File: src/design/sit_pkg.sv
package sit_pkg;

    localparam int CAPACITY_DEF      = 64;
    localparam int PAYLOAD_WIDTH_DEF = 16;

    localparam int DAY_W     = 5;
    localparam int HOURS_W   = 5;
    localparam int MINUTES_W = 6;
    localparam int KEY_W     = DAY_W + HOURS_W + MINUTES_W;
    localparam int PORT_PAY_W = 16;

    typedef logic [KEY_W-1:0] t_key;

    typedef enum logic [1:0] {
        KIND_ACCEPT = 2'd0,
        KIND_FULL   = 2'd1,
        KIND_ENTRY  = 2'd2,
        KIND_EMPTY  = 2'd3
    } t_kind;

    typedef enum logic [1:0] {
        CELL_HOLD   = 2'd0,
        CELL_INSERT = 2'd1,
        CELL_ROTATE = 2'd2
    } t_cell_op;

    // Command broadcast to every cell of the chain.
    typedef struct packed {
        t_cell_op op;
        t_key     key;
    } t_cell_ctl;

    localparam logic MODE_INSERT = 1'b0;
    localparam logic MODE_DUMP   = 1'b1;

endpackage

File: src/design/sit_cell.sv
module sit_cell #(
    parameter int CAPACITY      = sit_pkg::CAPACITY_DEF,
    parameter int PAYLOAD_WIDTH = sit_pkg::PAYLOAD_WIDTH_DEF,
    parameter int CELL_IDX      = 0
) (
    input  logic                              i_clk,
    input  sit_pkg::t_cell_ctl                i_ctl,
    input  logic [PAYLOAD_WIDTH-1:0]          i_new_pay,
    input  logic [$clog2(CAPACITY+1)-1:0]     i_count,
    input  logic                              i_prev_lt,
    input  sit_pkg::t_key                     i_prev_key,
    input  logic [PAYLOAD_WIDTH-1:0]          i_prev_pay,
    input  sit_pkg::t_key                     i_next_key,
    input  logic [PAYLOAD_WIDTH-1:0]          i_next_pay,
    input  sit_pkg::t_key                     i_wrap_key,
    input  logic [PAYLOAD_WIDTH-1:0]          i_wrap_pay,
    output logic                              o_lt,
    output sit_pkg::t_key                     o_key,
    output logic [PAYLOAD_WIDTH-1:0]          o_pay
);
    import sit_pkg::*;

    localparam int CNT_W = $clog2(CAPACITY + 1);
    localparam logic [CNT_W-1:0] IDX      = CNT_W'(CELL_IDX);
    localparam logic [CNT_W-1:0] IDX_NEXT = CNT_W'(CELL_IDX + 1);

    t_key                     r_key;
    t_key                     n_key;
    logic [PAYLOAD_WIDTH-1:0] r_pay;
    logic [PAYLOAD_WIDTH-1:0] n_pay;
    logic                     w_tail;

    // The cell holds a live entry smaller than the new key.
    assign o_lt   = (IDX < i_count) && (r_key < i_ctl.key);
    assign w_tail = (i_count == IDX_NEXT);

    always_comb begin
        n_key = r_key;
        n_pay = r_pay;
        case (i_ctl.op)
            CELL_INSERT: begin
                if (!o_lt) begin
                    if (i_prev_lt) begin
                        n_key = i_ctl.key;
                        n_pay = i_new_pay;
                    end else begin
                        n_key = i_prev_key;
                        n_pay = i_prev_pay;
                    end
                end
            end
            CELL_ROTATE: begin
                if (w_tail) begin
                    n_key = i_wrap_key;
                    n_pay = i_wrap_pay;
                end else begin
                    n_key = i_next_key;
                    n_pay = i_next_pay;
                end
            end
            default: begin
                n_key = r_key;
                n_pay = r_pay;
            end
        endcase
    end

    always_ff @(posedge i_clk) begin
        r_key <= n_key;
        r_pay <= n_pay;
    end

    assign o_key = r_key;
    assign o_pay = r_pay;

endmodule

File: config.mk
export PLATFORM = sky130hd
export DESIGN_NAME = sit_cell
export DESIGN_NICKNAME = d
export VERILOG_FILES = /design/src/design/sit_pkg.sv /design/src/design/sit_cell.sv
export SDC_FILE = /design/constraint.sdc
export NUM_CORES = 1
export LEC_CHECK = 0
export ABC_CLOCK_PERIOD_IN_PS = 5000
export BUFFER_PORTS_ARGS = -buffer_cell sky130_fd_sc_hd__clkbuf_2
export CORE_ASPECT_RATIO = 1.1
export CORE_UTILIZATION = 43
export CTS_BUF_LIST = sky130_fd_sc_hd__clkbuf_4
export CTS_CLUSTER_DIAMETER = 60
export DETAILED_ROUTE_END_ITERATION = 16
export PLACE_DENSITY_LB_ADDON = 0.1
export SYNTH_ARGS = -nofsm -noshare
export SYNTH_HDL_FRONTEND = slang
export SYNTH_SLANG_ARGS = --single-unit
File: constraint.sdc
create_clock -name i_clk -period 5 [get_ports i_clk]
set_input_delay 1 -clock i_clk [delete_from_list [all_inputs] [get_ports i_clk]]
set_output_delay 1 -clock i_clk [all_outputs]
set_load 0.01 [all_outputs]
## Word-level counts from Yosys, hierarchy flattened

Cells that the tools add are included.

- $lt $le $gt $ge: 2
- Equal/unequal tests: 4
- Muxes and demuxes: 8
- Reductions and logical operators: 3

Operator list:

| operator | count |
|---|---|
| $mux W16 | 6 |
| $pmux W16 S2 | 2 |
| $lt A16 B16 Y1 | 1 |
| $eq A7 B1 Y1 const B | 1 |
| $lt A1 B7 Y1 const A | 1 |
| $eq A2 B1 Y1 const B | 1 |
| $eq A2 B2 Y1 const B | 1 |
| $ne A2 B2 Y1 const B | 1 |
| $reduce_and A2 Y1 | 1 |
| $reduce_bool A2 Y1 | 1 |
| $logic_and A1 B1 Y1 | 1 |

- Flip-flop bits (word level): 32
- Bits of input ports: 139
- Output and inout port bits: 33
- Word-level logic and storage cells: 19

## Longest topological paths before layout

Gate-level depths: netlist (run 1).

- Word-level depth: 4
- Depth in mapped cells: 7
- Mapped depth without buffers: 7

## Least setup slack after synthesis (run 1)

No wires, ideal clock.

- Kind: input port to flip-flop
- Start point: in i_ctl[15] (netlist name)
- End point: reg r_key[0], in the netlist o_key[0] (enable)
- Setup time: 0.425 ns
- Data arrival time: 3.412 ns
- Data required time: 4.575 ns
- Path slack: 1.163 ns
- Stages: 6
- Path buffers: 0
- Cell sequence: inv_1 -> ha_1 -> nand4_1 -> a211oi_1 -> nor4b_4 -> o21ai_1

- Word-level cells in the longest chain between the ends: 4

RTL lines:

| what | RTL line | RTL |
|---|---|---|
| start, declared | sit_cell.sv:7 | `input sit_pkg::t_cell_ctl i_ctl,` |
| $lt A16 B16 Y1 | sit_cell.sv:34 | `assign o_lt = (IDX < i_count) && (r_key < i_ctl.key);` |
| $logic_and A1 B1 Y1 | sit_cell.sv:34 |  |
| net o_lt | sit_cell.sv:17 | `output logic o_lt,` |
| $ne A2 B2 Y1 (no source line) | -- |  |
| $reduce_and A2 Y1 (no source line) | -- |  |
| end signal, assigned | sit_cell.sv:69 | `r_key <= n_key;` |
| end, declared | sit_cell.sv:27 | `t_key r_key;` |

The timed path passes the listed nets, and every way through them passes these cells.
A chain may end at the register's enable or synchronous reset.

## Worst setup path after layout (run 1)

- Start point: in i_ctl[1] (netlist name)
- End point: out o_lt

- Word-level cells in the longest chain between the ends: 2

RTL lines:

| what | RTL line |
|---|---|
| $lt A16 B16 Y1 | sit_cell.sv:34 |
| $logic_and A1 B1 Y1 | sit_cell.sv:34 |
| end, declared | sit_cell.sv:17 |

Every way passes these cells.

==> results of run 1 <==
-- worst paths after layout --
check	from	end	slack [ps]	depth (start not counted)
worst max-delay path	i_ctl[1]	o_lt	1600	7
worst min-delay path	i_wrap_pay[4]	o_pay[4]$_DFFE_PP_	1000	3
worst max register to register	o_key[15]$_DFFE_PP_	o_pay[8]$_DFFE_PP_	2270	6
worst min register to register	o_key[6]$_DFFE_PP_	o_key[9]$_DFFE_PP_	1710	5
-- worst min-delay path, cell delays in order --
cell      delay (ps)
clkbuf_2          70
mux2i_1           50
o21ai_1          100
-- metal layers --
metal	wire length, um	vias up
met4	85	0
met5	0	-
li1	-	1182
met3	410	6
met1	2450	1019
met2	3260	99
-- final cells by class --
class / count / area [sq um]
multi-input combinational: 172 / 1350
clock buffer: 6 / 45.0
inverter: 15 / 56.3
timing repair buffer: 173 / 871
clock inverter: 2 / 11.3
fill: 510 / 2000
sequential: 32 / 961
tap: 75 / 93.8
-- logic make-up (layout without fill, tap and decap cells) --
kind of cell	Yosys count	in the layout
multiplexers	64	64
AND/OR/NAND/NOR	48	48
AO/OA/AOI/OAI	45	45
flip-flops	32	32
buffers and inverters	29	196
adder cells (fa/ha/maj)	15	15
-- registers in the layout (all words and copies together) (netlist names) --
signal  flops
o_key      16
o_pay      16
-- placed cells by master (no fill, tap or decap), types with 2 or more instances in the layout --
master      n
a21o_1      2
a21oi_1     5
buf_4       2
clkbuf_2  171
clkbuf_4    6
edfxtp_1   32
ha_1       15
inv_1      15
mux2_1      7
mux2_2     25
mux2i_1    32
nand2_1    33
nand2b_1    2
nand3_1     3
nand4_1     4
nor2_1      3
o21ai_0     6
o21ai_1    26
-- power by group through the flow --
stage	clock network [mW]	logic, mW	registers [mW]
CTS	0.152	0.205	0.336
finish	0.146	0.203	0.335
floorplan	0	0.0957	0.353
detailed placement	0	0.205	0.342
global placement	0	0.200	0.341
global route	0.161	0.227	0.338
-- per-stage QoR --
step / cell area, sq um / util (%) / cells
floorplan: 2420 / - / 233
global placement: 3330 / 61.8 / 467
detailed placement: 3330 / 61.8 / 467
CTS: 3390 / 62.8 / 475
global route: 3390 / 62.8 / 475
finish: 3390 / 62.8 / 475
==> impl_metrics.py, run 1 <==
metrics = {
    "synthesis": {
        "synth_xor_area_share_pct": 0,
        "ys_seq_area_share_pct": 39.8,
        "yosys_warnings": 0,
        "synthArstFlopShare_pct": 0,
        "yosys-mux-area-fraction_pct": 28.2,
        "avgSynthCellArea_sq_um": 10.4,
        "synth_top_family_by_area": "multiplexers",
        "synthTopCellsByArea": "edfxtp_1, mux2i_1, mux2_2, ha_1, o21ai_1",
        "syn_nets": 387,
        "ys_seq_elements": 32,
        "synthTopCellsByCount": "nand2_1, edfxtp_1, mux2i_1",
        "syn_area_sq_um": 2420,
        "synth_edf_count": 32,
        "synthAdderAreaFrac_pct": 7.77,
        "synth-main-ff-cell": "edfxtp_1",
        "synth_compound_area_share_pct": 10.3,
        "synth_top_cell_by_area": "edfxtp_1",
        "ys_types": 24,
        "synthSimpleGateAreaFrac_pct": 9.22,
        "yosysTopAreaCellShare_pct": 39.8,
        "yosysMostFrequentCell": "nand2_1",
        "syn-instance-count": 233,
    },
    "timing": {
        "clock_skew_ps": 4.29,
        "finalCritPeriodShare_pct": 68.0,
        "setup_viol": 0,
        "final-max-slew-violation-count": 0,
        "finalSetupTns_ps": 0,
        "max_freq_mhz": 294,
        "tightest_slew_ps": 1000,
        "period_needed_ps": 3400,
        "rsz0062_at_grt": "false",
        "final_hold_viol_count": 0,
        "layout_setup_ws_ps": 1600,
        "relSlewSlack_pct": 33.1,
        "whs_ps": 1000,
    },
    "floorplanning": {
        "die_x_um": 73.5,
        "ios": 172,
        "core_area_sq_um": 5400,
        "die_h_um": 80.6,
        "start_util_pct": 44.8,
        "die_area_sq_um": 5920,
        "fp-row-count": 28,
    },
    "cts": {
        "cts_max_level": 2,
        "cts-root-buf": "clkbuf_4",
        "cts_buffers": 5,
        "clockBufferDepth": 2,
        "clock_latency_ps": 330,
        "cts_hold_buf": 0,
        "clkTransAtPathRegs_ps": 100,
        "ctsResizeCount": 0,
        "postCtsSetupBuffers": 0,
        "cts_tree": "built",
        "clock-sinks": 32,
    },
    "grt": {
        "grt_max_degree": 43,
        "grt_pass1_wl_um": 9220,
        "grt_use_met1_pct": 22.1,
        "grt_antenna_before_repair": 0,
        "top_usage_layer": "met2",
        "grt_usage_pct": 21.0,
        "use_met2_pct": 39.0,
        "met3_usage_pct": 5.77,
        "grt-ovfl-total": 0,
        "grt_pass1_vias": 2112,
    },
    "pwr": {
        "swShare_pct": 28.4,
        "ir_drop_mv": 0.119,
        "internal_power_uw": 490,
        "pwr-share-comb_pct": 29.6,
        "power.share.clock_pct": 21.3,
        "power_density_nw_per_um2": 202,
        "seq_power_share_pct": 49.0,
        "p_leak_nw": 1.91,
        "p_sw_uw": 194,
        "power_uw": 684,
    },
    "setup_path": {
        "slowest_delay_ps": 350,
        "path_class": "input port to primary output",
        "path_delay_family": "compound AO/OA/AOI/OAI gates",
        "cp.arrival_ps": 2400,
        "crit_path_start_kind": "input port",
        "worst_path_max_delay_cell": "a2111o_1",
        "path_max_fanout": 2,
        "cp.required_ps": 4000,
        "crit_buf_inv": 3,
        "setup.worst_path.end_class": "primary output",
        "cp_cell_sequence": "clkbuf_2, inv_1, ha_1, a2111o_1, o211ai_1, nor4b_4, clkbuf_2",
        "cpMostUsedCell": "clkbuf_2",
    },
    "outcome": {
        "status": "complete, no violations",
    },
    "placed_design": {
        "gp_congestion": 0.785,
        "dp_slack_ps": 1470,
        "dp_hpwl_um": 5040,
        "portBuffers": 171,
    },
    "route": {
        "route.detailed.drc": 0,
        "ant_nets": 0,
        "drt_iter0_markers": 46,
        "wl_per_cell_um": 13.1,
        "via_per_inst": 4.85,
        "vias": 2306,
        "dr.pass1.iters": 4,
        "drt_wl_total_um": 6200,
    },
    "flow_run": {
        "drv_cap": 0,
    },
    "finish": {
        "drive_gt1_share_pct": 52.0,
        "nNetsFinal": 553,
        "antennaDiodeCount": 0,
        "area_delta_synth_final_pct": 40.3,
    },
    "worst_hold_path": {
        "hp-class": "input port to flip-flop",
    },
}
(Power assumes the default switching activity.)
==> run 2, diff against run 1 <==
--- a/config.mk
+++ b/config.mk
@@ -5,10 +5,10 @@
 export SDC_FILE = /design/constraint.sdc
 export NUM_CORES = 1
 export LEC_CHECK = 0
-export ABC_CLOCK_PERIOD_IN_PS = 5000
+export ABC_CLOCK_PERIOD_IN_PS = 2750
 export BUFFER_PORTS_ARGS = -buffer_cell sky130_fd_sc_hd__clkbuf_2
 export CORE_ASPECT_RATIO = 1.1
-export CORE_UTILIZATION = 43
+export CORE_UTILIZATION = 38
 export CTS_BUF_LIST = sky130_fd_sc_hd__clkbuf_4
 export CTS_CLUSTER_DIAMETER = 60
 export DETAILED_ROUTE_END_ITERATION = 16
==> constraint.sdc (replaced) <==
create_clock -name i_clk -period 2.75 [get_ports i_clk]
set_input_delay 0.55 -clock i_clk [delete_from_list [all_inputs] [get_ports i_clk]]
set_output_delay 0.55 -clock i_clk [all_outputs]
set_load 0.01 [all_outputs]
==> run 2 against run 1 <==
  * Hold slack lost 450 ps
  * Wire length shrank 2.5%
  * Critical path depth shrank 1
  * Final cell count grew 1.9%
  * Final area grew 1.8%
==> impl_metrics.py, run 2 (synthesis results as in run 1) <==
metrics = {
    "timing": {
        "relSlewSlack_pct": 64.0,
        "final_hold_viol_count": 0,
        "max_freq_mhz": 385,
        "final-max-slew-violation-count": 0,
        "period_needed_ps": 2600,
        "tightest_slew_ps": 540,
        "setup_viol": 0,
        "finalCritPeriodShare_pct": 94.4,
        "rsz0062_at_grt": "false",
        "clock_skew_ps": 8.56,
        "finalSetupTns_ps": 0,
    },
    "grt": {
        "grt_pass1_wl_um": 9660,
        "grt_usage_pct": 18.5,
        "grt_pass1_vias": 2154,
        "grt-ovfl-total": 0,
        "grt_antenna_before_repair": 0,
        "grt_max_degree": 33,
    },
    "setup_path": {
        "worst_path_max_delay_cell": "edfxtp_1",
        "r2r_cells": 7,
        "cp.required_ps": 2200,
        "crit_buf_inv": 1,
        "slowest_delay_ps": 400,
        "setup.worst_path.end_class": "primary output",
        "path_max_fanout": 3,
        "path_class": "flip-flop to primary output",
        "crit_path_start_kind": "flip-flop",
        "cp_cell_sequence": "ha_1, nand4_1, nor3_1, o211ai_1, nor4b_4, clkbuf_2",
        "reg2reg_to": "o_key[6]$_DFFE_PP_",
        "cp.arrival_ps": 2050,
        "r2r_start": "o_key[15]$_DFFE_PP_",
        "path_delay_family": "simple AND/OR/NAND/NOR gates",
        "crit_cells": 6,
        "endpoint": "o_lt",
        "regToRegSetupSlack_ps": 460,
        "critPathLaunch": "o_key[15]$_DFFE_PP_",
    },
    "route": {
        "drt_wl_total_um": 6050,
        "vias": 2305,
        "wl_per_cell_um": 12.5,
        "route.detailed.drc": 0,
        "dr.pass1.iters": 4,
        "drt_iter0_markers": 100,
        "via_per_inst": 4.76,
        "ant_nets": 0,
    },
    "finish": {
        "nNetsFinal": 557,
        "antennaDiodeCount": 0,
        "drive_gt1_share_pct": 52.5,
        "area_delta_synth_final_pct": 42.9,
        "fin_cells": 484,
        "final_common_cell": "clkbuf_2",
        "fill_cells": 599,
        "final_cell_mix": "clkbuf_2, nand2_1, mux2i_1, edfxtp_1, o21ai_1",
    },
    "cts": {
        "cts_tree": "built",
        "postCtsSetupBuffers": 0,
        "cts_hold_buf": 0,
        "clock-sinks": 32,
        "cts_max_level": 2,
        "clkTransAtPathRegs_ps": 100,
        "cts_buffers": 5,
        "ctsResizeCount": 0,
        "clockBufferDepth": 2,
        "clock_latency_ps": 330,
        "cts-root-buf": "clkbuf_4",
    },
    "floorplanning": {
        "ios": 172,
        "die_area_sq_um": 6680,
        "die_x_um": 78.0,
        "core_area_sq_um": 6160,
        "start_util_pct": 39.2,
        "fp-row-count": 30,
        "die_h_um": 85.6,
    },
    "outcome": {
        "status": "complete, no violations",
    },
    "pwr": {
        "p_leak_nw": 1.94,
        "ir_drop_mv": 0.199,
        "power_density_nw_per_um2": 363,
    },
    "placed_design": {
        "gp_congestion": 0.807,
        "dp.cells": 476,
        "dp_hpwl_um": 5010,
        "portBuffers": 171,
    },
    "worst_hold_path": {
        "hp-class": "input port to flip-flop",
    },
    "flow_run": {
        "drv_cap": 0,
    },
}
## run 2: cell types whose count changed in the layout (fill, tap and decap cells not counted)
cell	change
buf_4	+2
buf_12	+2
## run 2: how the worst min path moves through the flow
stage | from | end | cells past startpoint
detailed placement | i_next_pay[9] | o_pay[9]$_DFFE_PP_ | 3
global route | i_wrap_pay[3] | o_pay[3]$_DFFE_PP_ | 3
CTS | i_next_pay[9] | o_pay[9]$_DFFE_PP_ | 3
floorplan | i_wrap_key[10] | o_key[10]$_DFFE_PP_ | 2
global placement | i_wrap_key[10] | o_key[10]$_DFFE_PP_ | 3
finish | i_wrap_key[7] | o_key[7]$_DFFE_PP_ | 3
## run 2: metal layers
layer | GRT usage [%] | share of wire (%) | routed length (um)
met5 | 0 | 0 | 0
met4 | 7.24 | 2.1 | 126
met3 | 4.89 | 8.2 | 495
met2 | 33.2 | 51 | 3110
met1 | 21.0 | 38 | 2310
## run 2: metrics by stage
stage               instance area, sq um  hold slack [ps]  utilization [%]  setup WS [ps]  total power [mW]
floorplan                           2430              803                -            265             0.817
global placement                    3400              892             55.2            159             0.997
detailed placement                  3400              903             55.2            160              1.00
CTS                                 3450              544             56.1            113              1.27
global route                        3450              572             56.1           24.5              1.33
finish                              3450              555             56.1            154              1.25
## run 2: area by class of cell
| cell class | instances | area [sq um] | area share, % |
|---|---|---|---|
| repair buffers | 177 | 926 | 26.8 |
| flip-flops and latches | 32 | 961 | 27.8 |
| multi-input cells | 172 | 1350 | 39.2 |
| clock buffers | 6 | 45.0 | 1.30 |
| well taps | 80 | 100 | 2.90 |
| inverters | 15 | 56.3 | 1.63 |
| clock inverters | 2 | 11.3 | 0.326 |
## run 2: worst reg2reg max path, cell delays in order, from the launching register on
cell      delay [ps]
edfxtp_1         400
ha_1             330
nand4_1          190
nor3_1           310
o211ai_1         160
nor4b_4          180
o21ai_4          160
buf_4            250
## run 2: where the power goes
part	total [mW]	internal, mW	leakage, nW	switching [mW]
Clock	0.266	0.107	0.0293	0.159
Sequential	0.608	0.593	0.307	0.0156
Combinational	0.378	0.198	1.61	0.180
Total	1.25	0.898	1.94	0.354
